==> config.mk <==
export PLATFORM = sky130hd
export DESIGN_NAME = thread_grid_partition_2x2
export DESIGN_NICKNAME = d
export VERILOG_FILES = /design/src/design/tgp_pkg.sv /design/src/design/tgp_div.sv /design/src/design/thread_grid_partition_2x2.sv
export VERILOG_INCLUDE_DIRS = /design/src /design/src/design
export SDC_FILE = /design/constraint.sdc
export NUM_CORES = 2
export LEC_CHECK = 0
export BUFFER_PORTS_ARGS = -buffer_cell sky130_fd_sc_hd__clkbuf_2
export CORE_MARGIN = 4
export CORE_UTILIZATION = 49
export DETAILED_ROUTE_END_ITERATION = 12
export PLACE_DENSITY = 0.79
export SLEW_MARGIN = 20
export SYNTH_ARGS = -nofsm -noshare
export SYNTH_HDL_FRONTEND = slang
export SYNTH_SLANG_ARGS = --single-unit
==> constraint.sdc <==
create_clock -name clk -period 7.35 [get_ports clk]
set_input_delay 0.735 -clock clk [delete_from_list [all_inputs] [get_ports clk]]
set_output_delay 0.735 -clock clk [all_outputs]
set_load 0.05 [all_outputs]
==> src/design/assert_macros.svh <==
// Assertion macros used by the top-level design file.
`ifndef ASSERT_MACROS_SVH
`define ASSERT_MACROS_SVH

// Same-cycle implication, disabled during reset.
`define ASSERT_IMPLY(lbl, clk, rst, ante, cons, msg) \
  lbl: assert property (@(posedge clk) disable iff (rst) (ante) |-> (cons)) else $error(msg);

// Next-cycle implication, disabled during reset.
`define ASSERT_NEXT(lbl, clk, rst, ante, cons, msg) \
  lbl: assert property (@(posedge clk) disable iff (rst) (ante) |=> (cons)) else $error(msg);

`endif

==> src/design/tgp_pkg.sv <==
// Package for the thread grid partition block: sequencer states and constants.
package tgp_pkg;

  // Counts below this go wholly to one side.
  localparam int SMALL_COUNT = 4;

  // Fixed trial divisor candidates before the linear run.
  localparam int CAND_FIRST = 2;
  localparam int CAND_2ND   = 3;
  localparam int CAND_3RD   = 5;
  localparam int CAND_4TH   = 7;
  localparam int CAND_RUN   = 11;

  // Sequencer states.
  typedef enum logic [3:0] {
    ST_IDLE,
    ST_SEARCH,
    ST_DIV_REM,
    ST_ASSIGN,
    ST_DIV_WORK,
    ST_CMP,
    ST_BAL1,
    ST_BAL2,
    ST_BAL3
  } state_t;

endpackage

==> src/design/tgp_div.sv <==
// Shared restoring divider, one quotient bit per cycle.
module tgp_div #(
  parameter int DIVIDEND_BITS = 32,
  parameter int DIVISOR_BITS  = 12
) (
  input  logic                     clk,
  input  logic                     rst,
  input  logic                     go,
  input  logic [DIVIDEND_BITS-1:0] dividend,
  input  logic [DIVISOR_BITS-1:0]  divisor,
  output logic                     busy,
  output logic                     done,
  output logic [DIVIDEND_BITS-1:0] quotient,
  output logic [DIVISOR_BITS-1:0]  remainder
);

  localparam int CNT_BITS = $clog2(DIVIDEND_BITS + 1);

  logic [CNT_BITS-1:0]     count;
  logic [DIVISOR_BITS:0]   rmd_shift;
  logic                    fits;
  logic [DIVISOR_BITS:0]   rmd_sub;

  // One step: shift in the next dividend bit and try the subtract.
  assign rmd_shift = {remainder, quotient[DIVIDEND_BITS-1]};
  assign fits      = rmd_shift >= {1'b0, divisor};
  assign rmd_sub   = rmd_shift - {1'b0, divisor};
  assign busy      = count != '0;

  // Step counter and strobe.
  always_ff @(posedge clk) begin
    if (rst) begin
      count <= '0;
      done  <= 1'b0;
    end else begin
      done <= 1'b0;
      if (go) begin
        count <= CNT_BITS'(DIVIDEND_BITS);
      end else if (busy) begin
        count <= count - 1'b1;
        done  <= count == CNT_BITS'(1);
      end
    end
  end

  // Quotient and partial remainder.
  always_ff @(posedge clk) begin
    if (go) begin
      quotient  <= dividend;
      remainder <= '0;
    end else if (busy) begin
      quotient  <= {quotient[DIVIDEND_BITS-2:0], fits};
      remainder <= fits ? rmd_sub[DIVISOR_BITS-1:0] : rmd_shift[DIVISOR_BITS-1:0];
    end
  end

endmodule

==> src/design/thread_grid_partition_2x2.sv <==
// Top level: splits a thread count into two factors weighted by work sizes.
//
//  Channel  | Handshake              | Payload
//  ---------+------------------------+-------------------------------------------
//  input    | start, busy            | thread_count, work_first, work_second
//  result   | done (one-cycle strobe)| threads_first, threads_second
//
// Counts below four finish with done in the cycle after start. Larger counts
// run trial division by each candidate up to the square root of the count,
// divide the busier side's work by each factor found, and then balance; all
// divisions use the shared bit-serial divider.
// Reset clears the sequencer and the strobe. Results cannot be stalled.
`include "assert_macros.svh"

module thread_grid_partition_2x2 #(
  parameter int COUNT_BITS = 12,
  parameter int WORK_BITS  = 32
) (
  input  logic                  clk,
  input  logic                  rst,
  input  logic                  start,
  output logic                  busy,
  input  logic [COUNT_BITS-1:0] thread_count,
  input  logic [WORK_BITS-1:0]  work_first,
  input  logic [WORK_BITS-1:0]  work_second,
  output logic                  done,
  output logic [COUNT_BITS-1:0] threads_first,
  output logic [COUNT_BITS-1:0] threads_second
);

  localparam int DW = (WORK_BITS > COUNT_BITS) ? WORK_BITS : COUNT_BITS;

  tgp_pkg::state_t state, state_next;

  logic [COUNT_BITS-1:0]   n, rem, f, fac, t1, t2;
  logic [WORK_BITS-1:0]    w1, w2, gap, a;
  logic [WORK_BITS:0]      b, alt;
  logic                    side_first, w1_gt, w1_lt, a_ge_b;
  logic [2*COUNT_BITS-1:0] f_sq;
  logic                    in_range;

  logic                    div_go, div_busy, div_done;
  logic [DW-1:0]           div_dividend, div_quo;
  logic [COUNT_BITS-1:0]   div_divisor, div_rmd;

  logic [WORK_BITS-1:0]    hi, lo;
  logic [2*COUNT_BITS-1:0] out_prod;

  // Next trial divisor: the fixed primes, then every integer.
  function automatic logic [COUNT_BITS-1:0] next_cand(input logic [COUNT_BITS-1:0] cur);
    logic [COUNT_BITS-1:0] res;
    res = cur + 1'b1;
    if (cur == COUNT_BITS'(tgp_pkg::CAND_FIRST)) res = COUNT_BITS'(tgp_pkg::CAND_2ND);
    else if (cur == COUNT_BITS'(tgp_pkg::CAND_2ND)) res = COUNT_BITS'(tgp_pkg::CAND_3RD);
    else if (cur == COUNT_BITS'(tgp_pkg::CAND_3RD)) res = COUNT_BITS'(tgp_pkg::CAND_4TH);
    else if (cur == COUNT_BITS'(tgp_pkg::CAND_4TH)) res = COUNT_BITS'(tgp_pkg::CAND_RUN);
    return res;
  endfunction

  // Candidate stays within the square root of the original count.
  assign f_sq     = {{COUNT_BITS{1'b0}}, f} * {{COUNT_BITS{1'b0}}, f};
  assign in_range = f_sq <= {{COUNT_BITS{1'b0}}, n};
  assign busy     = state != tgp_pkg::ST_IDLE;

  // Busier and lighter side for the balancing step.
  assign hi = w1_gt ? w1 : w2;
  assign lo = w1_gt ? w2 : w1;

  // Divider feed: trial division of the remainder, or work by a factor.
  always_comb begin
    div_go       = 1'b0;
    div_dividend = DW'(rem);
    div_divisor  = f;
    case (state)
      tgp_pkg::ST_SEARCH: begin
        div_go = in_range;
      end
      tgp_pkg::ST_ASSIGN: begin
        div_go       = 1'b1;
        div_dividend = (w1 > w2) ? DW'(w1) : DW'(w2);
        div_divisor  = fac;
      end
      default: begin
        div_go = 1'b0;
      end
    endcase
  end

  tgp_div #(
    .DIVIDEND_BITS (DW),
    .DIVISOR_BITS  (COUNT_BITS)
  ) u_div (
    .clk       (clk),
    .rst       (rst),
    .go        (div_go),
    .dividend  (div_dividend),
    .divisor   (div_divisor),
    .busy      (div_busy),
    .done      (div_done),
    .quotient  (div_quo),
    .remainder (div_rmd)
  );

  // State register.
  always_ff @(posedge clk) begin
    if (rst) begin
      state <= tgp_pkg::ST_IDLE;
    end else begin
      state <= state_next;
    end
  end

  // Next state.
  always_comb begin
    state_next = state;
    case (state)
      tgp_pkg::ST_IDLE: begin
        if (start && thread_count >= COUNT_BITS'(tgp_pkg::SMALL_COUNT)) begin
          state_next = tgp_pkg::ST_SEARCH;
        end
      end
      tgp_pkg::ST_SEARCH: begin
        if (in_range) state_next = tgp_pkg::ST_DIV_REM;
        else if (rem <= COUNT_BITS'(1)) state_next = tgp_pkg::ST_CMP;
        else state_next = tgp_pkg::ST_ASSIGN;
      end
      tgp_pkg::ST_DIV_REM: begin
        if (div_done) begin
          state_next = (div_rmd == '0) ? tgp_pkg::ST_ASSIGN : tgp_pkg::ST_SEARCH;
        end
      end
      tgp_pkg::ST_ASSIGN:   state_next = tgp_pkg::ST_DIV_WORK;
      tgp_pkg::ST_DIV_WORK: begin
        if (div_done) state_next = tgp_pkg::ST_SEARCH;
      end
      tgp_pkg::ST_CMP:  state_next = tgp_pkg::ST_BAL1;
      tgp_pkg::ST_BAL1: state_next = tgp_pkg::ST_BAL2;
      tgp_pkg::ST_BAL2: state_next = tgp_pkg::ST_BAL3;
      tgp_pkg::ST_BAL3: state_next = tgp_pkg::ST_IDLE;
      default:          state_next = tgp_pkg::ST_IDLE;
    endcase
  end

  // Result strobe.
  always_ff @(posedge clk) begin
    if (rst) begin
      done <= 1'b0;
    end else begin
      done <= (state == tgp_pkg::ST_BAL3) ||
              (state == tgp_pkg::ST_IDLE && start &&
               thread_count < COUNT_BITS'(tgp_pkg::SMALL_COUNT));
    end
  end

  // Datapath registers, updated per sequencer step.
  always_ff @(posedge clk) begin
    case (state)
      tgp_pkg::ST_IDLE: begin
        if (start) begin
          n   <= thread_count;
          rem <= thread_count;
          w1  <= work_first;
          w2  <= work_second;
          f   <= COUNT_BITS'(tgp_pkg::CAND_FIRST);
          t1  <= COUNT_BITS'(1);
          t2  <= COUNT_BITS'(1);
          // Small counts go wholly to the busier side, ties to the first.
          threads_first  <= (work_first >= work_second) ? thread_count : COUNT_BITS'(1);
          threads_second <= (work_first < work_second) ? thread_count : COUNT_BITS'(1);
        end
      end
      tgp_pkg::ST_SEARCH: begin
        // Candidates exhausted: the remainder is the last factor.
        if (!in_range) begin
          fac <= rem;
          rem <= COUNT_BITS'(1);
        end
      end
      tgp_pkg::ST_DIV_REM: begin
        if (div_done) begin
          if (div_rmd == '0) begin
            fac <= f;
            rem <= div_quo[COUNT_BITS-1:0];
          end else begin
            f <= next_cand(f);
          end
        end
      end
      tgp_pkg::ST_ASSIGN: begin
        // The factor goes to the first side only if it has strictly more work; ties go to the second.
        side_first <= w1 > w2;
        if (w1 > w2) t1 <= t1 * fac;
        else t2 <= t2 * fac;
      end
      tgp_pkg::ST_DIV_WORK: begin
        if (div_done) begin
          if (side_first) w1 <= div_quo[WORK_BITS-1:0];
          else w2 <= div_quo[WORK_BITS-1:0];
        end
      end
      tgp_pkg::ST_CMP: begin
        w1_gt <= w1 > w2;
        w1_lt <= w1 < w2;
      end
      tgp_pkg::ST_BAL1: begin
        gap    <= hi - lo;
        a      <= hi >> 1;
        b      <= {lo, 1'b0};
        a_ge_b <= {1'b0, hi >> 1} >= {lo, 1'b0};
      end
      tgp_pkg::ST_BAL2: begin
        alt <= a_ge_b ? ({1'b0, a} - b) : (b - {1'b0, a});
      end
      tgp_pkg::ST_BAL3: begin
        // Move one factor of two toward the busier side if the gap shrinks.
        threads_first  <= t1;
        threads_second <= t2;
        if (w1_gt && !t2[0] && alt < {1'b0, gap}) begin
          threads_first  <= {t1[COUNT_BITS-2:0], 1'b0};
          threads_second <= t2 >> 1;
        end else if (w1_lt && !t1[0] && alt < {1'b0, gap}) begin
          threads_first  <= t1 >> 1;
          threads_second <= {t2[COUNT_BITS-2:0], 1'b0};
        end
      end
      default: begin
        fac <= fac;
      end
    endcase
  end

  // Product of the two factors, for checking.
  assign out_prod = {{COUNT_BITS{1'b0}}, threads_first} *
                    {{COUNT_BITS{1'b0}}, threads_second};

  `ASSERT_IMPLY(a_prod_matches, clk, rst, done, out_prod == (2*COUNT_BITS)'(n), "factors do not multiply to the count")
  `ASSERT_NEXT(a_accept_progress, clk, rst, start && !busy, busy || done, "accepted item neither busy nor done")
  `ASSERT_IMPLY(a_div_active, clk, rst, (state == tgp_pkg::ST_DIV_REM || state == tgp_pkg::ST_DIV_WORK) && !div_done, div_busy, "sequencer waits on an idle divider")

endmodule
==> impl_metrics.env <==
export IMPL_die_area_sq_um=68900
export IMPL_worst_pin_slew_ns=1.13
export IMPL_switching_power_mw=7.27
export IMPL_cts_tree="built"
export IMPL_final_antenna_net_count=0
export IMPL_place_area_sq_um=33200
export IMPL_initial_utilization_pct=49.3
export IMPL_route_top_layer_used="met4"
export IMPL_grt_ovfl_total=0
export IMPL_drtPass1Iterations=5
export IMPL_slew_violations=0
export IMPL_avgRoutedWirePerCell_um=19.0
export IMPL_seqPwrFrac_pct=19.7
export IMPL_cp_start_kind="flip-flop"
export IMPL_worst_clock_skew_ns=0.0145
export IMPL_grt_max_degree=66
export IMPL_synth_top_flop_cell="edfxtp_1"
export IMPL_p_leak_nw=16.1
export IMPL_die_w_um=263
export IMPL_met1_length_um=34600
export IMPL_comb_power_share_pct=65.8
export IMPL_core_region_area_sq_um=64300
export IMPL_relSlewSlack_pct=24.8
export IMPL_max_cap_violations=0
export IMPL_vias=25000
export IMPL_dp_hpwl_um=64400
export IMPL_critPathArrivalTime_ns=7.45
export IMPL_cell_internal_pwr_mw=8.71
export IMPL_crit_path_end_kind="flip-flop"
export IMPL_cts_htree_levels=2
export IMPL_fin_crit_ns=7.12
export IMPL_worstPathMaxFanout=7
export IMPL_min_path_type="in -> reg"
export IMPL_synth_edff_count=324
export IMPL_power_frac_clock_pct=14.5
export IMPL_hold_viol=0
export IMPL_io_buffers=104
export IMPL_grt_pass1_wl_um=132000
export IMPL_worstPathRequired_ns=7.68
export IMPL_num_rows=93
export IMPL_async_reset_ff_share_pct=0
export IMPL_viasPerCell=5.73
export IMPL_p_total_mw=16.0
export IMPL_first_global_vias=24500
export IMPL_wl_um=83000
export IMPL_fmax_mhz=141
export IMPL_cts_sinks=348
export IMPL_drive_gt1_share_pct=8.84
export IMPL_postSynthCellCount=3413
export IMPL_ir_worst_vdd_mv=0.644
export IMPL_antenna_found_initial=0
export IMPL_worst_setup_path_type="reg -> reg"
export IMPL_place_gp_congestion=1.01
export IMPL_io_pin_count=105
export IMPL_switching_share_pct=45.5
export IMPL_antenna_cells=0
export IMPL_clk_insertion_delay_late_ns=0.59
export IMPL_grt_usage_pct=23.5
export IMPL_dr_wl_met3_um=6490
export IMPL_drtIter0Drc=2186
export IMPL_synth_cell_types=91
export IMPL_postLayoutCellArea_sq_um=34900
export IMPL_cts_buffer_depth=3
export IMPL_fin_crit_sh_pct=96.8
export IMPL_setup_viol=0
export IMPL_die_y_um=263
export IMPL_whs_ns=0.445
export IMPL_synth_nets=3981
export IMPL_cts_buffers=40
export IMPL_clockRootBuffer="clkbuf_16"
export IMPL_nNetsFinal=4043
export IMPL_ys_seq_elements=348
export IMPL_met2_length_um=38800
export IMPL_yosys_warnings=0
export IMPL_final_common_cell="inv_1"
export IMPL_final_cell_mix="inv_1 (502), nand2_1 (426), ha_1 (324), edfxtp_1 (324), o21ai_0 (185)"
export IMPL_post_route_drc_count=0
export IMPL_synth_area_sq_um=31700
export IMPL_clk_pin_slew_worst_paths_ns=0.07
export IMPL_powerDensity_nw_per_um2=458
export IMPL_seq_area_frac_synth_pct=32.2
export IMPL_syn2layout_area_growth_pct=9.89
export IMPL_synth_area_per_cell_sq_um=9.30
export IMPL_outcome="finished, final reports clean"
-- logic make-up after synthesis --
logic type / share of synthesized area, %
muxes: 3.68
AOI/OAI and AO/OA: 15.0
adders and majority gates: 23.2
and+or+nand+nor: 14.1
xor gates and xnor gates: 3.95
DFF: 32.2
buffers and inverters: 7.91
-- critical path: stages, from the launching register on --
cell and delay [ns]:
edfxtp_1 0.53, buf_4 0.23, fa_1 0.50, fa_1 0.52
inv_1 0.05, fa_1 0.48, inv_1 0.05, fa_1 0.54
inv_1 0.06, fa_1 0.53, inv_1 0.04, ha_1 0.34
buf_4 0.17, xnor2_1 0.12, ha_1 0.29, nand4_1 0.11
or3_1 0.38, a211o_1 0.33, nor4_4 0.25, o2111ai_2 0.22
buf_4 0.20, nor3_4 0.31, or2_4 0.26, mux2_1 0.33
-- cell type report --
type / instances / area, sq um
multi-input cells: 2417 / 19200
clock buffers: 55 / 1200
fillers: 5612 / 29500
flip-flops and latches: 348 / 10200
inverters: 503 / 1890
clock inverters: 19 / 328
well taps: 855 / 1070
repair buffers: 165 / 1020
-- through the flow --
step	util, %	cells	setup slack (ns)	TNS (ns)
finish	54.2	4362	0.233	0
global route	54.2	4362	-0.0546	-0.693
CTS	53.9	4350	0.0547	0
detailed placement	51.6	4276	0.108	0
global placement	51.6	4276	0.198	0
floorplan	-	3413	0.0212	0
-- sequential cells by signal, summed over array words and instances, names as in the netlist, 31 cells and up --
| name | flops |
|---|---|
| w1 | 32 |
| gap | 32 |
| alt | 33 |
| w2 | 32 |
| u_div.quotient | 32 |
| a | 31 |
| b | 32 |
-- timing repair --
item | 4_1_cts | 5_1_grt
setup buffers | 0 | 10
hold buffers | 0 | 0
setup endpoints to repair | 0 | 92
resized for setup | 0 | 9
-- synth_stat cells (all sizes together) (27+ instances only) --
master,number,area share (%)
a21oi,175,2.8
nor3,41,0.74
mux2i,86,2.7
a21o,90,2.1
ha,325,13
o21ai,196,3.1
nand4,43,0.85
nand2,428,5.1
edfxtp,324,31
a211oi,28,0.73
inv,503,5.9
fa,164,10
clkbuf,119,1.4
buf,27,0.56
nor2b,52,1.0
xnor2,101,2.8
o211ai,27,0.65
and2,114,2.2
nand3,36,0.57
nor2,134,1.6
xor2,42,1.2
-- routing by layer --
layer | up-vias | global-route usage (%)
li1 | 11800 | -
met1 | 12000 | 31.9
met5 | - | 0
met4 | 0 | 8.11
met3 | 174 | 3.58
met2 | 979 | 38.8
-- power by group through the flow --
stage	logic [mW]	clock network, mW	registers (mW)
floorplan	7.88	0	2.99
global placement	9.97	0	3.16
detailed placement	10.1	0	3.17
CTS	10.3	2.35	3.13
global route	11.9	2.42	3.18
finish	10.5	2.32	3.14
-- worst paths after layout --
path | start | endpoint | slack [ns] | depth (start not counted)
setup / recovery | f[5]$_SDFFCE_PP0P_ | u_div.quotient[11]$_DFFE_PP_ | 0.23 | 23
hold / removal | work_first[29] | w1[29]$_DFFE_PP_ | 0.45 | 3
setup reg to reg | f[5]$_SDFFCE_PP0P_ | u_div.quotient[11]$_DFFE_PP_ | 0.23 | 23
hold reg to reg | u_div.remainder[11]$_SDFFE_PN0P_ | u_div.remainder[11]$_SDFFE_PN0P_ | 0.49 | 2
No activity file was read; power rests on OpenSTA's default activity.
